## src/rtl/lcadc_pkg.sv

```systemverilog
// Shared constants and types of the load-cell converter reader.
`default_nettype none
package lcadc_pkg;

    localparam int SAMPLE_BITS_DEF = 24;
    localparam int SUM_W           = 32;
    localparam int NET_W           = 25;
    localparam int OFF_W           = 24;
    localparam int CNT_W           = 8;
    localparam int DEN_W           = CNT_W + 1;
    localparam int CFG_IDX_W       = 2;
    localparam int CFG_DATA_W      = 24;

    localparam logic signed [NET_W-1:0] NET_MAX = NET_W'(16777215);
    localparam logic signed [NET_W-1:0] NET_MIN = NET_W'(-16777215);

    localparam logic [CFG_IDX_W-1:0] CFG_GAIN_PULSES   = 2'd0;
    localparam logic [CFG_IDX_W-1:0] CFG_AVERAGE_COUNT = 2'd1;
    localparam logic [CFG_IDX_W-1:0] CFG_OFFSET        = 2'd2;
    localparam logic [CFG_IDX_W-1:0] CFG_POWER_DOWN    = 2'd3;

    typedef struct packed {
        logic [1:0]       gain_pulses;
        logic [CNT_W-1:0] average_count;
        logic [OFF_W-1:0] offset;
        logic             power_down;
    } t_cfg;

    typedef struct packed {
        logic sck;
        logic busy;
        logic sample_valid;
        logic div_start;
    } t_step_flags;

endpackage
`default_nettype wire

```

## src/rtl/lcadc_seq.sv

```systemverilog
// Tick sequencer: serial clock phases, bit shifting and reading accumulation.
`default_nettype none
module lcadc_seq #(
    parameter int SAMPLE_BITS = lcadc_pkg::SAMPLE_BITS_DEF
) (
    input  wire                                   i_clk,
    input  wire                                   i_rst_n,
    input  wire                                   i_step,
    input  wire                                   i_action,
    input  wire                                   i_dout,
    input  wire lcadc_pkg::t_cfg                  i_cfg,
    output lcadc_pkg::t_step_flags                o_flags,
    output logic        [SAMPLE_BITS-1:0]         o_raw,
    output logic signed [lcadc_pkg::SUM_W-1:0]    o_div_sum,
    output logic        [lcadc_pkg::DEN_W-1:0]    o_div_den
);

    localparam int BC_W = $clog2(SAMPLE_BITS + 1);

    typedef enum logic [5:0] {
        PH_IDLE  = 6'b000001,
        PH_WAIT  = 6'b000010,
        PH_DHIGH = 6'b000100,
        PH_DLOW  = 6'b001000,
        PH_PHIGH = 6'b010000,
        PH_PLOW  = 6'b100000
    } t_phase;

    t_phase                                r_phase, n_phase;
    logic [BC_W-1:0]                       r_bit, n_bit;
    logic [SAMPLE_BITS-1:0]                r_shift, n_shift;
    logic [1:0]                            r_pulse, n_pulse;
    logic [lcadc_pkg::SUM_W-1:0]           r_sum, n_sum;
    logic [lcadc_pkg::CNT_W-1:0]           r_rd, n_rd;
    logic [SAMPLE_BITS-1:0]                r_last, n_last;

    logic [lcadc_pkg::SUM_W-1:0]           w_sum_add;
    logic [lcadc_pkg::CNT_W-1:0]           w_rd_inc;
    logic [1:0]                            w_need_p;
    logic [lcadc_pkg::CNT_W-1:0]           w_need_n;

    assign w_sum_add = r_sum + lcadc_pkg::SUM_W'($signed(r_shift));
    assign w_rd_inc  = r_rd + lcadc_pkg::CNT_W'(1);
    assign w_need_p  = (i_cfg.gain_pulses == 2'd0) ? 2'd1 : i_cfg.gain_pulses;
    assign w_need_n  = (i_cfg.average_count == '0) ? lcadc_pkg::CNT_W'(1)
                                                    : i_cfg.average_count;

    assign o_div_sum = $signed(w_sum_add);
    assign o_div_den = {(w_rd_inc == '0), w_rd_inc};
    assign o_raw     = n_last;

    always_comb begin
        n_phase = r_phase;
        n_bit   = r_bit;
        n_shift = r_shift;
        n_pulse = r_pulse;
        n_sum   = r_sum;
        n_rd    = r_rd;
        n_last  = r_last;
        o_flags = '0;
        if (i_cfg.power_down) begin
            n_phase = PH_IDLE;
            n_bit   = '0;
            n_shift = '0;
            n_pulse = '0;
            n_sum   = '0;
            n_rd    = '0;
            o_flags.sck = 1'b1;
        end else begin
            case (r_phase)
                PH_IDLE: begin
                    if (i_action) begin
                        n_phase = PH_WAIT;
                        n_bit   = '0;
                        n_shift = '0;
                        n_pulse = '0;
                        n_sum   = '0;
                        n_rd    = '0;
                    end
                end
                PH_WAIT: begin
                    if (!i_dout) begin
                        n_bit   = '0;
                        n_shift = '0;
                        n_pulse = '0;
                        n_phase = PH_DHIGH;
                    end
                end
                PH_DHIGH: begin
                    o_flags.sck = 1'b1;
                    n_shift = {r_shift[SAMPLE_BITS-2:0], i_dout};
                    n_bit   = r_bit + BC_W'(1);
                    n_phase = PH_DLOW;
                end
                PH_DLOW: begin
                    if (r_bit >= BC_W'(SAMPLE_BITS)) begin
                        n_pulse = '0;
                        n_phase = PH_PHIGH;
                    end else begin
                        n_phase = PH_DHIGH;
                    end
                end
                PH_PHIGH: begin
                    o_flags.sck = 1'b1;
                    n_pulse = r_pulse + 2'd1;
                    n_phase = PH_PLOW;
                end
                PH_PLOW: begin
                    if (r_pulse < w_need_p) begin
                        n_phase = PH_PHIGH;
                    end else begin
                        n_last = r_shift;
                        o_flags.sample_valid = 1'b1;
                        if ((w_rd_inc >= w_need_n) || (w_rd_inc == '0)) begin
                            o_flags.div_start = 1'b1;
                            n_phase = PH_IDLE;
                            n_bit   = '0;
                            n_shift = '0;
                            n_pulse = '0;
                            n_sum   = '0;
                            n_rd    = '0;
                        end else begin
                            n_sum   = w_sum_add;
                            n_rd    = w_rd_inc;
                            n_phase = PH_WAIT;
                        end
                    end
                end
                default: begin
                    n_phase = PH_IDLE;
                    n_bit   = '0;
                    n_shift = '0;
                    n_pulse = '0;
                    n_sum   = '0;
                    n_rd    = '0;
                end
            endcase
        end
        o_flags.busy = (n_phase != PH_IDLE);
    end

    always_ff @(posedge i_clk) begin
        if (!i_rst_n) begin
            r_phase <= PH_IDLE;
            r_bit   <= '0;
            r_shift <= '0;
            r_pulse <= '0;
            r_sum   <= '0;
            r_rd    <= '0;
            r_last  <= '0;
        end else if (i_step) begin
            r_phase <= n_phase;
            r_bit   <= n_bit;
            r_shift <= n_shift;
            r_pulse <= n_pulse;
            r_sum   <= n_sum;
            r_rd    <= n_rd;
            r_last  <= n_last;
        end
    end

endmodule
`default_nettype wire

```

## src/rtl/lcadc_div.sv

```systemverilog
// Bit-serial signed divider with tare subtraction and saturation.
`default_nettype none
module lcadc_div (
    input  wire                                   i_clk,
    input  wire                                   i_rst_n,
    input  wire                                   i_start,
    input  wire signed [lcadc_pkg::SUM_W-1:0]     i_sum,
    input  wire        [lcadc_pkg::DEN_W-1:0]     i_den,
    input  wire        [lcadc_pkg::OFF_W-1:0]     i_offset,
    output logic                                  o_done,
    output logic signed [lcadc_pkg::NET_W-1:0]    o_net
);

    localparam int SW   = lcadc_pkg::SUM_W;
    localparam int DW   = lcadc_pkg::DEN_W;
    localparam int QW   = SW + 2;
    localparam int CTRW = $clog2(SW + 1);

    typedef enum logic [3:0] {
        D_IDLE = 4'b0001,
        D_RUN  = 4'b0010,
        D_SIGN = 4'b0100,
        D_SUB  = 4'b1000
    } t_div_state;

    t_div_state                   r_state;
    logic [CTRW-1:0]              r_cnt;
    logic [SW-1:0]                r_mag;
    logic [DW-1:0]                r_rem;
    logic [DW-1:0]                r_den;
    logic                         r_neg;
    logic [lcadc_pkg::OFF_W-1:0]  r_off;
    logic signed [QW-1:0]         r_quo;
    logic                         r_done;
    logic signed [lcadc_pkg::NET_W-1:0] r_net;

    logic [DW:0]                  w_rem_sh;
    logic                         w_ge;
    logic [DW:0]                  w_rem_sub;
    logic signed [QW-1:0]         w_diff;

    assign w_rem_sh  = {r_rem, r_mag[SW-1]};
    assign w_ge      = (w_rem_sh >= {1'b0, r_den});
    assign w_rem_sub = w_rem_sh - {1'b0, r_den};
    assign w_diff    = r_quo - QW'($signed(r_off));

    assign o_done = r_done;
    assign o_net  = r_net;

    always_ff @(posedge i_clk) begin
        if (!i_rst_n) begin
            r_state <= D_IDLE;
            r_cnt   <= '0;
            r_done  <= 1'b0;
        end else begin
            r_done <= 1'b0;
            case (r_state)
                D_IDLE: begin
                    if (i_start) begin
                        r_state <= D_RUN;
                        r_cnt   <= '0;
                    end
                end
                D_RUN: begin
                    r_cnt <= r_cnt + CTRW'(1);
                    if (r_cnt == CTRW'(SW - 1)) begin
                        r_state <= D_SIGN;
                    end
                end
                D_SIGN: begin
                    r_state <= D_SUB;
                end
                D_SUB: begin
                    r_state <= D_IDLE;
                    r_done  <= 1'b1;
                end
                default: begin
                    r_state <= D_IDLE;
                end
            endcase
        end
    end

    always_ff @(posedge i_clk) begin
        if ((r_state == D_IDLE) && i_start) begin
            r_neg <= i_sum[SW-1];
            r_mag <= i_sum[SW-1] ? SW'(-i_sum) : SW'(i_sum);
            r_rem <= '0;
            r_den <= i_den;
            r_off <= i_offset;
        end else if (r_state == D_RUN) begin
            r_rem <= w_ge ? w_rem_sub[DW-1:0] : w_rem_sh[DW-1:0];
            r_mag <= {r_mag[SW-2:0], w_ge};
        end
        if (r_state == D_SIGN) begin
            r_quo <= r_neg ? -$signed({2'b00, r_mag}) : $signed({2'b00, r_mag});
        end
        if (r_state == D_SUB) begin
            if (w_diff > QW'(lcadc_pkg::NET_MAX)) begin
                r_net <= lcadc_pkg::NET_MAX;
            end else if (w_diff < QW'(lcadc_pkg::NET_MIN)) begin
                r_net <= lcadc_pkg::NET_MIN;
            end else begin
                r_net <= w_diff[lcadc_pkg::NET_W-1:0];
            end
        end
    end

endmodule
`default_nettype wire

```

## src/rtl/load_cell_adc_serial_reader_core.sv

```systemverilog
// Top level of the load-cell converter reader: handshakes, registers, output stage.
//
// Usage: each item on the slave stream is one half-period tick of the converter
// clock. tdata bit 0 carries the sampled data-pin level, tuser bit 0 a start
// request. Every accepted item yields exactly one item on the master stream with
// the clock level to drive, the busy flag, the last conversion word and, on the
// tick that ends a measurement, the averaged net value.
// Registers are written over the cfg channel (index 0 gain pulses, 1 average
// count, 2 offset, 3 power down), which is always ready.
// An ordinary tick is registered and appears at the output in the cycle after acceptance.
// The tick that ends a measurement runs the bit-serial divider: one quotient
// bit per cycle over the 32-bit sum, then one sign and one tare step; its
// result passes the divider's done register and then the output register.
// The block takes one item at a time; it takes the next item in the cycle its
// result leaves or while the output register is empty.
// A stalled receiver holds the output register and blocks further items.
// Reset clears the sequencer, the divider state and the output valid flag, and loads the
// register defaults: one gain pulse, average count one, zero offset, powered up.
`default_nettype none
module load_cell_adc_serial_reader_core #(
    parameter int SAMPLE_BITS = lcadc_pkg::SAMPLE_BITS_DEF
) (
    input  wire                                    i_clk,
    input  wire                                    i_rst_n,
    input  wire                                    s_axis_tvalid,
    output logic                                   s_axis_tready,
    input  wire  [7:0]                             s_axis_tdata,  // dout
    input  wire  [0:0]                             s_axis_tuser,  // action
    output logic                                   m_axis_tvalid,
    input  wire                                    m_axis_tready,
    // sck, busy_res, raw_sample, net_value
    output logic [((SAMPLE_BITS + lcadc_pkg::NET_W + 2 + 7) / 8) * 8 - 1:0] m_axis_tdata,
    output logic [1:0]                             m_axis_tuser,  // sample_valid, done_res
    input  wire                                    i_cfg_valid,
    output logic                                   o_cfg_ready,
    input  wire  [lcadc_pkg::CFG_IDX_W-1:0]        i_cfg_index,
    input  wire  [lcadc_pkg::CFG_DATA_W-1:0]       i_cfg_data
);

    localparam int OUT_W = ((SAMPLE_BITS + lcadc_pkg::NET_W + 2 + 7) / 8) * 8;

    typedef enum logic [1:0] {
        T_IDLE = 2'b01,
        T_DIV  = 2'b10
    } t_top_state;

    t_top_state                           r_state;
    lcadc_pkg::t_cfg                      r_cfg;
    logic                                 r_m_valid;
    logic                                 r_sck;
    logic                                 r_busy;
    logic                                 r_sv;
    logic                                 r_done;
    logic [SAMPLE_BITS-1:0]               r_raw;
    logic signed [lcadc_pkg::NET_W-1:0]   r_net;

    logic                                 w_accept;
    lcadc_pkg::t_step_flags               w_flags;
    logic [SAMPLE_BITS-1:0]               w_raw;
    logic signed [lcadc_pkg::SUM_W-1:0]   w_div_sum;
    logic [lcadc_pkg::DEN_W-1:0]          w_div_den;
    logic                                 w_div_done;
    logic signed [lcadc_pkg::NET_W-1:0]   w_div_net;

    assign s_axis_tready = (r_state == T_IDLE) && (!r_m_valid || m_axis_tready);
    assign w_accept      = s_axis_tvalid && s_axis_tready;
    assign o_cfg_ready   = 1'b1;

    assign m_axis_tvalid = r_m_valid;
    assign m_axis_tdata  = OUT_W'({r_net, r_raw, r_busy, r_sck});
    assign m_axis_tuser  = {r_done, r_sv};

    lcadc_seq #(
        .SAMPLE_BITS (SAMPLE_BITS)
    ) u_seq (
        .i_clk     (i_clk),
        .i_rst_n   (i_rst_n),
        .i_step    (w_accept),
        .i_action  (s_axis_tuser[0]),
        .i_dout    (s_axis_tdata[0]),
        .i_cfg     (r_cfg),
        .o_flags   (w_flags),
        .o_raw     (w_raw),
        .o_div_sum (w_div_sum),
        .o_div_den (w_div_den)
    );

    lcadc_div u_div (
        .i_clk    (i_clk),
        .i_rst_n  (i_rst_n),
        .i_start  (w_accept && w_flags.div_start),
        .i_sum    (w_div_sum),
        .i_den    (w_div_den),
        .i_offset (r_cfg.offset),
        .o_done   (w_div_done),
        .o_net    (w_div_net)
    );

    always_ff @(posedge i_clk) begin
        if (!i_rst_n) begin
            r_cfg.gain_pulses   <= 2'd1;
            r_cfg.average_count <= lcadc_pkg::CNT_W'(1);
            r_cfg.offset        <= '0;
            r_cfg.power_down    <= 1'b0;
        end else if (i_cfg_valid) begin
            case (i_cfg_index)
                lcadc_pkg::CFG_GAIN_PULSES:   r_cfg.gain_pulses   <= i_cfg_data[1:0];
                lcadc_pkg::CFG_AVERAGE_COUNT: r_cfg.average_count <= i_cfg_data[7:0];
                lcadc_pkg::CFG_OFFSET:        r_cfg.offset        <= i_cfg_data;
                lcadc_pkg::CFG_POWER_DOWN:    r_cfg.power_down    <= i_cfg_data[0];
                default: begin
                    r_cfg <= r_cfg;
                end
            endcase
        end
    end

    always_ff @(posedge i_clk) begin
        if (!i_rst_n) begin
            r_state   <= T_IDLE;
            r_m_valid <= 1'b0;
        end else begin
            case (r_state)
                T_IDLE: begin
                    if (w_accept) begin
                        if (w_flags.div_start) begin
                            r_state   <= T_DIV;
                            r_m_valid <= 1'b0;
                        end else begin
                            r_m_valid <= 1'b1;
                        end
                    end else if (m_axis_tready) begin
                        r_m_valid <= 1'b0;
                    end
                end
                T_DIV: begin
                    if (w_div_done) begin
                        r_state   <= T_IDLE;
                        r_m_valid <= 1'b1;
                    end
                end
                default: begin
                    r_state   <= T_IDLE;
                    r_m_valid <= 1'b0;
                end
            endcase
        end
    end

    always_ff @(posedge i_clk) begin
        if (w_accept) begin
            r_sck  <= w_flags.sck;
            r_busy <= w_flags.busy;
            r_sv   <= w_flags.sample_valid;
            r_done <= w_flags.div_start;
            r_raw  <= w_raw;
            r_net  <= '0;
        end else if ((r_state == T_DIV) && w_div_done) begin
            r_net  <= w_div_net;
        end
    end

endmodule
`default_nettype wire
```

## config.mk

```make
export PLATFORM = sky130hd
export DESIGN_NAME = load_cell_adc_serial_reader_core
export DESIGN_NICKNAME = d
export VERILOG_FILES = /design/src/rtl/lcadc_pkg.sv /design/src/rtl/lcadc_seq.sv /design/src/rtl/lcadc_div.sv /design/src/rtl/load_cell_adc_serial_reader_core.sv
export SDC_FILE = /design/constraint.sdc
export NUM_CORES = 1
export LEC_CHECK = 0
export BUFFER_PORTS_ARGS = -buffer_cell sky130_fd_sc_hd__buf_2
export CAP_MARGIN = 10
export CORE_MARGIN = 2
export CORE_UTILIZATION = 41
export CTS_BUF_LIST = sky130_fd_sc_hd__clkbuf_16
export DETAILED_ROUTE_END_ITERATION = 8
export SYNTH_ARGS = -nofsm -noshare
export SYNTH_HDL_FRONTEND = slang
export SYNTH_SLANG_ARGS = --single-unit
```

## constraint.sdc

```tcl
create_clock -name i_clk -period 4.8 [get_ports i_clk]
set_input_delay 0.96 -clock i_clk [delete_from_list [all_inputs] [get_ports i_clk]]
set_output_delay 0.96 -clock i_clk [all_outputs]
set_load 0.05 [all_outputs]
```

==> impl_metrics.ini <==
[status]
run_status = finished, final reports clean

[clocking]
postCtsSetupRepairBufs = 0
ctsResizeCount = 0
cts_buffers = 38
path_clk_slew_ns = 0.06
cts_root_buffer = clkbuf_16
cts_tree = built
cts.sink_count = 337
clkLatencyLatePin_ns = 0.55
clock_path_buffers = 3
h-tree-depth = 2
postCtsHoldBufs = 0

[floorplan]
ios = 101
die_w_um = 221
dieArea_um2 = 48900
initial_core_util_pct = 41.5
fp.dieH_um = 221
rows = 79
coreArea_um2 = 46600

[yosys]
synth_area_leaders = edfxtp_1, dfxtp_1, ha_1, nand2_1, xnor2_1
synth_xor_area_share_pct = 5.03
syn_avg_cell_area_um2 = 9.24
synth-main-ff-cell = dfxtp_1
ys_seq_area_share_pct = 42.8
synth_top_area_share_pct = 23.8
synthAdderAreaFrac_pct = 6.20
yosys.area_share.simple_pct = 18.2
ys_seq_elements = 337
yosysWarnings = 0
postSynthCellCount = 2091
synth_compound_area_share_pct = 19.6
netlist_area_um2 = 19300
synth_edf_count = 153
synth_top_family_by_area = compound AO/OA/AOI/OAI gates
synth_cell_types = 95
synth_mux_area_share_pct = 3.80
yosysTopAreaCell = edfxtp_1
async_flop_share_pct = 0

[placed_design]
dp_hpwl_um = 33100
placed_cell_area_um2 = 20300
portBuffers = 87
place.gp.congestion = 0.868

[grt]
busiest_layer = met2
track_usage_pct = 18.1
grt_remaining_overflow = 0
grtUsageMet1_pct = 24.7
grt_max_degree = 80
grtUsageMet3_pct = 2.54
grt_use_met2_pct = 29.7
grt_pass1_wl_um = 74000
grt_pass1_vias = 14433
grt_antenna_before_repair = 0

[timing]
clock_skew_ns = 0.0210
rsz0062_at_grt = no
min_period_over_period_pct = 90.3
finalSetupViolations = 0
setup-tns-final_ns = 0
hold_viol_final = 0
layout_min_cycle_time_ns = 4.34
max_freq_mhz = 231
slew_headroom_pct = 32.6
finalMaxSlewViolations = 0
worst_pin_slew_ns = 1.01

[finish]
fin_area_um2 = 21500
syn_to_final_growth_pct = 11.5
antennaDiodeCount = 0
drive_gt1_share_pct = 11.3
fillCellCount = 4410
fin_nets = 2263

[power_and_ir_drop]
p_sw_share_pct = 22.6
clkPwrFrac_pct = 47.1
power_frac_comb_pct = 4.0
vdd_drop_max_mv = 0.256
p_int_mw = 4.77
leakage_nw = 8.47
p_sw_mw = 1.40
power.density_nw_per_um2 = 286
pwr-share-seq_pct = 48.9

[critical_path]
reg2reg_from = u_seq.r_shift[0]
critPathLaunchType = flop
crit_path_end_kind = flop
crit_required_ns = 5.10
reg2reg_slack_ns = 0.46
reg2reg_depth = 12
reg2reg_to = u_div.r_mag[29]
worstPathArrival_ns = 4.63
timing_worst_setup_path_type = reg2reg
path_max_fanout = 8

[drt]
drtPass1Iterations = 7
via_count = 15120
drt_iter0_drc = 796
ant_nets = 0
wirelength_um = 45300
vias_per_cell = 5.47
wl_per_cell_um = 16.4
drc_errors = 0

[worst_hold_path]
hold_depth = 0
hold_class = reg2reg
hold_start = r_cfg[5]
hold_end = u_div.r_off[4]

[job]
drv_cap = 0
worst max-delay path: stages, from the launching register on:
cell and delay (ns):
dfxtp_1 0.34, ha_1 0.22, fa_1 0.41, a21o_1 0.21
a221oi_2 0.42, o41ai_1 0.20, or3_1 0.39, a21oi_1 0.19
or4b_4 0.53, or3_1 0.53, o41ai_1 0.38, xor2_1 0.20
o21ai_1 0.07
synthesized netlist by cell type, types with 10 or more instances:
cell	count
o21a_1	17
o31ai_1	20
a21boi_0	61
buf_4	10
mux2i_1	43
nor4_1	16
edfxtp_1	153
a21oi_1	133
a21o_1	39
ha_1	91
clkbuf_1	100
dfxtp_1	184
nand3b_1	10
a31oi_1	17
and2_1	26
inv_1	90
or2_2	11
nor2_1	89
nor2b_1	59
and3_1	19
nand2b_1	15
or3_1	24
nand3_1	44
xnor2_1	80
o21ai_0	109
o21ai_1	18
a211oi_1	18
xor2_1	29
nand2_1	277
nor3_1	34
o211ai_1	23
mux2_2	27
a22oi_1	36
nand4_1	20
per-stage QoR:
| stage | cells | power [mW] | setup slack, ns | hold WS (ns) | util [%] |
|---|---|---|---|---|---|
| 2_1_floorplan | 2095 | 3.26 | 0.174 | 0.408 | - |
| 3_3_place_gp | 2696 | 3.32 | 0.540 | 0.414 | 43.6 |
| 3_5_place_dp | 2696 | 3.33 | 0.526 | 0.416 | 43.6 |
| 4_1_cts | 2766 | 6.26 | 0.520 | 0.430 | 46.3 |
| 5_1_grt | 2766 | 6.38 | 0.267 | 0.439 | 46.3 |
| 6_report | 2766 | 6.17 | 0.464 | 0.430 | 46.3 |
cells in the final DEF (no fill, tap or decap), drive strengths merged, types with 10 or more instances in the layout:
cell and count:
nor2b 59, and2 27, nor2 89, nand3 44
nand3b 10, xor2 29, a21boi 62, inv 101
clkinv 13, nand2b 15, a21oi 134, o41ai 11
nand2 277, a22oi 36, buf 111, o21a 17
nor4 16, o211ai 23, a21o 39, or2 11
nor3 34, and3 20, or4 10, nand4 20
mux2 27, or3 28, a211oi 19, edfxtp 153
mux2i 43, o31ai 21, a31oi 17, ha 91
clkbuf 42, dfxtp 184, o21ai 128, xnor2 81
layer usage:
metal  up-vias  wire [µm]
li1       7677          -
met1      7071      21800
met3        80       1740
met4         0        982
met5         -          0
met2       292      20800
flip-flops by register name, summed over array words and instances, names as in the netlist, 9 cells and up:
signal,count
u_div.o_net,25
u_div.r_rem,9
r_raw,24
u_seq.r_shift,24
u_div.r_mag,32
u_div.r_den,9
r_cfg,35
u_div.r_off,24
u_div.r_quo,34
r_net,25
u_seq.r_last,24
u_seq.r_sum,32
worst max-delay path by stage:
| stage | start | end | slack, ns | cells after the start |
|---|---|---|---|---|
| 6_report | u_seq.r_shift[0] | u_div.r_mag[29] | 0.46 | 12 |
| 5_1_grt | u_seq.r_shift[9] | u_div.r_mag[29] | 0.27 | 11 |
| 4_1_cts | u_seq.r_shift[0] | u_div.r_mag[29] | 0.52 | 12 |
| 3_5_place_dp | u_seq.r_shift[0] | u_div.r_mag[29] | 0.53 | 12 |
| 3_3_place_gp | u_seq.r_shift[0] | u_div.r_mag[27] | 0.54 | 12 |
| 2_1_floorplan | u_div.r_state[2] | u_div.r_quo[0] | 0.17 | 2 |
cell type report:
cell class | instances | area [µm²] | share of cell area (%)
multi-input combinational | 1549 | 10300 | 47.7
sequential | 337 | 8280 | 38.4
clock buffer | 42 | 1050 | 4.88
tap | 607 | 759 | 3.53
timing repair buffer | 111 | 631 | 2.93
inverter | 92 | 345 | 1.60
clock inverter | 28 | 208 | 0.964
power by group through the flow:
| stage | Combinational (mW) | Clock (mW) | Sequential [mW] |
|---|---|---|---|
| 5_1_grt | 0.266 | 3.09 | 3.02 |
| 3_5_place_dp | 0.247 | 0 | 3.08 |
| 2_1_floorplan | 0.165 | 0 | 3.10 |
| 6_report | 0.245 | 2.90 | 3.02 |
| 3_3_place_gp | 0.244 | 0 | 3.08 |
| 4_1_cts | 0.248 | 2.99 | 3.02 |
kinds of logic (layout without fill, tap and decap cells):
group | after synthesis | in the layout
and+or+nand+nor | 697 | 697
AOI/OAI and AO/OA | 572 | 572
DFF | 337 | 337
buffers and inverters | 209 | 273
xor gates and xnor gates | 110 | 110
adders and majority gates | 94 | 94
muxes | 70 | 70
other | 2 | 6
Power figures use the tool's default switching activity.
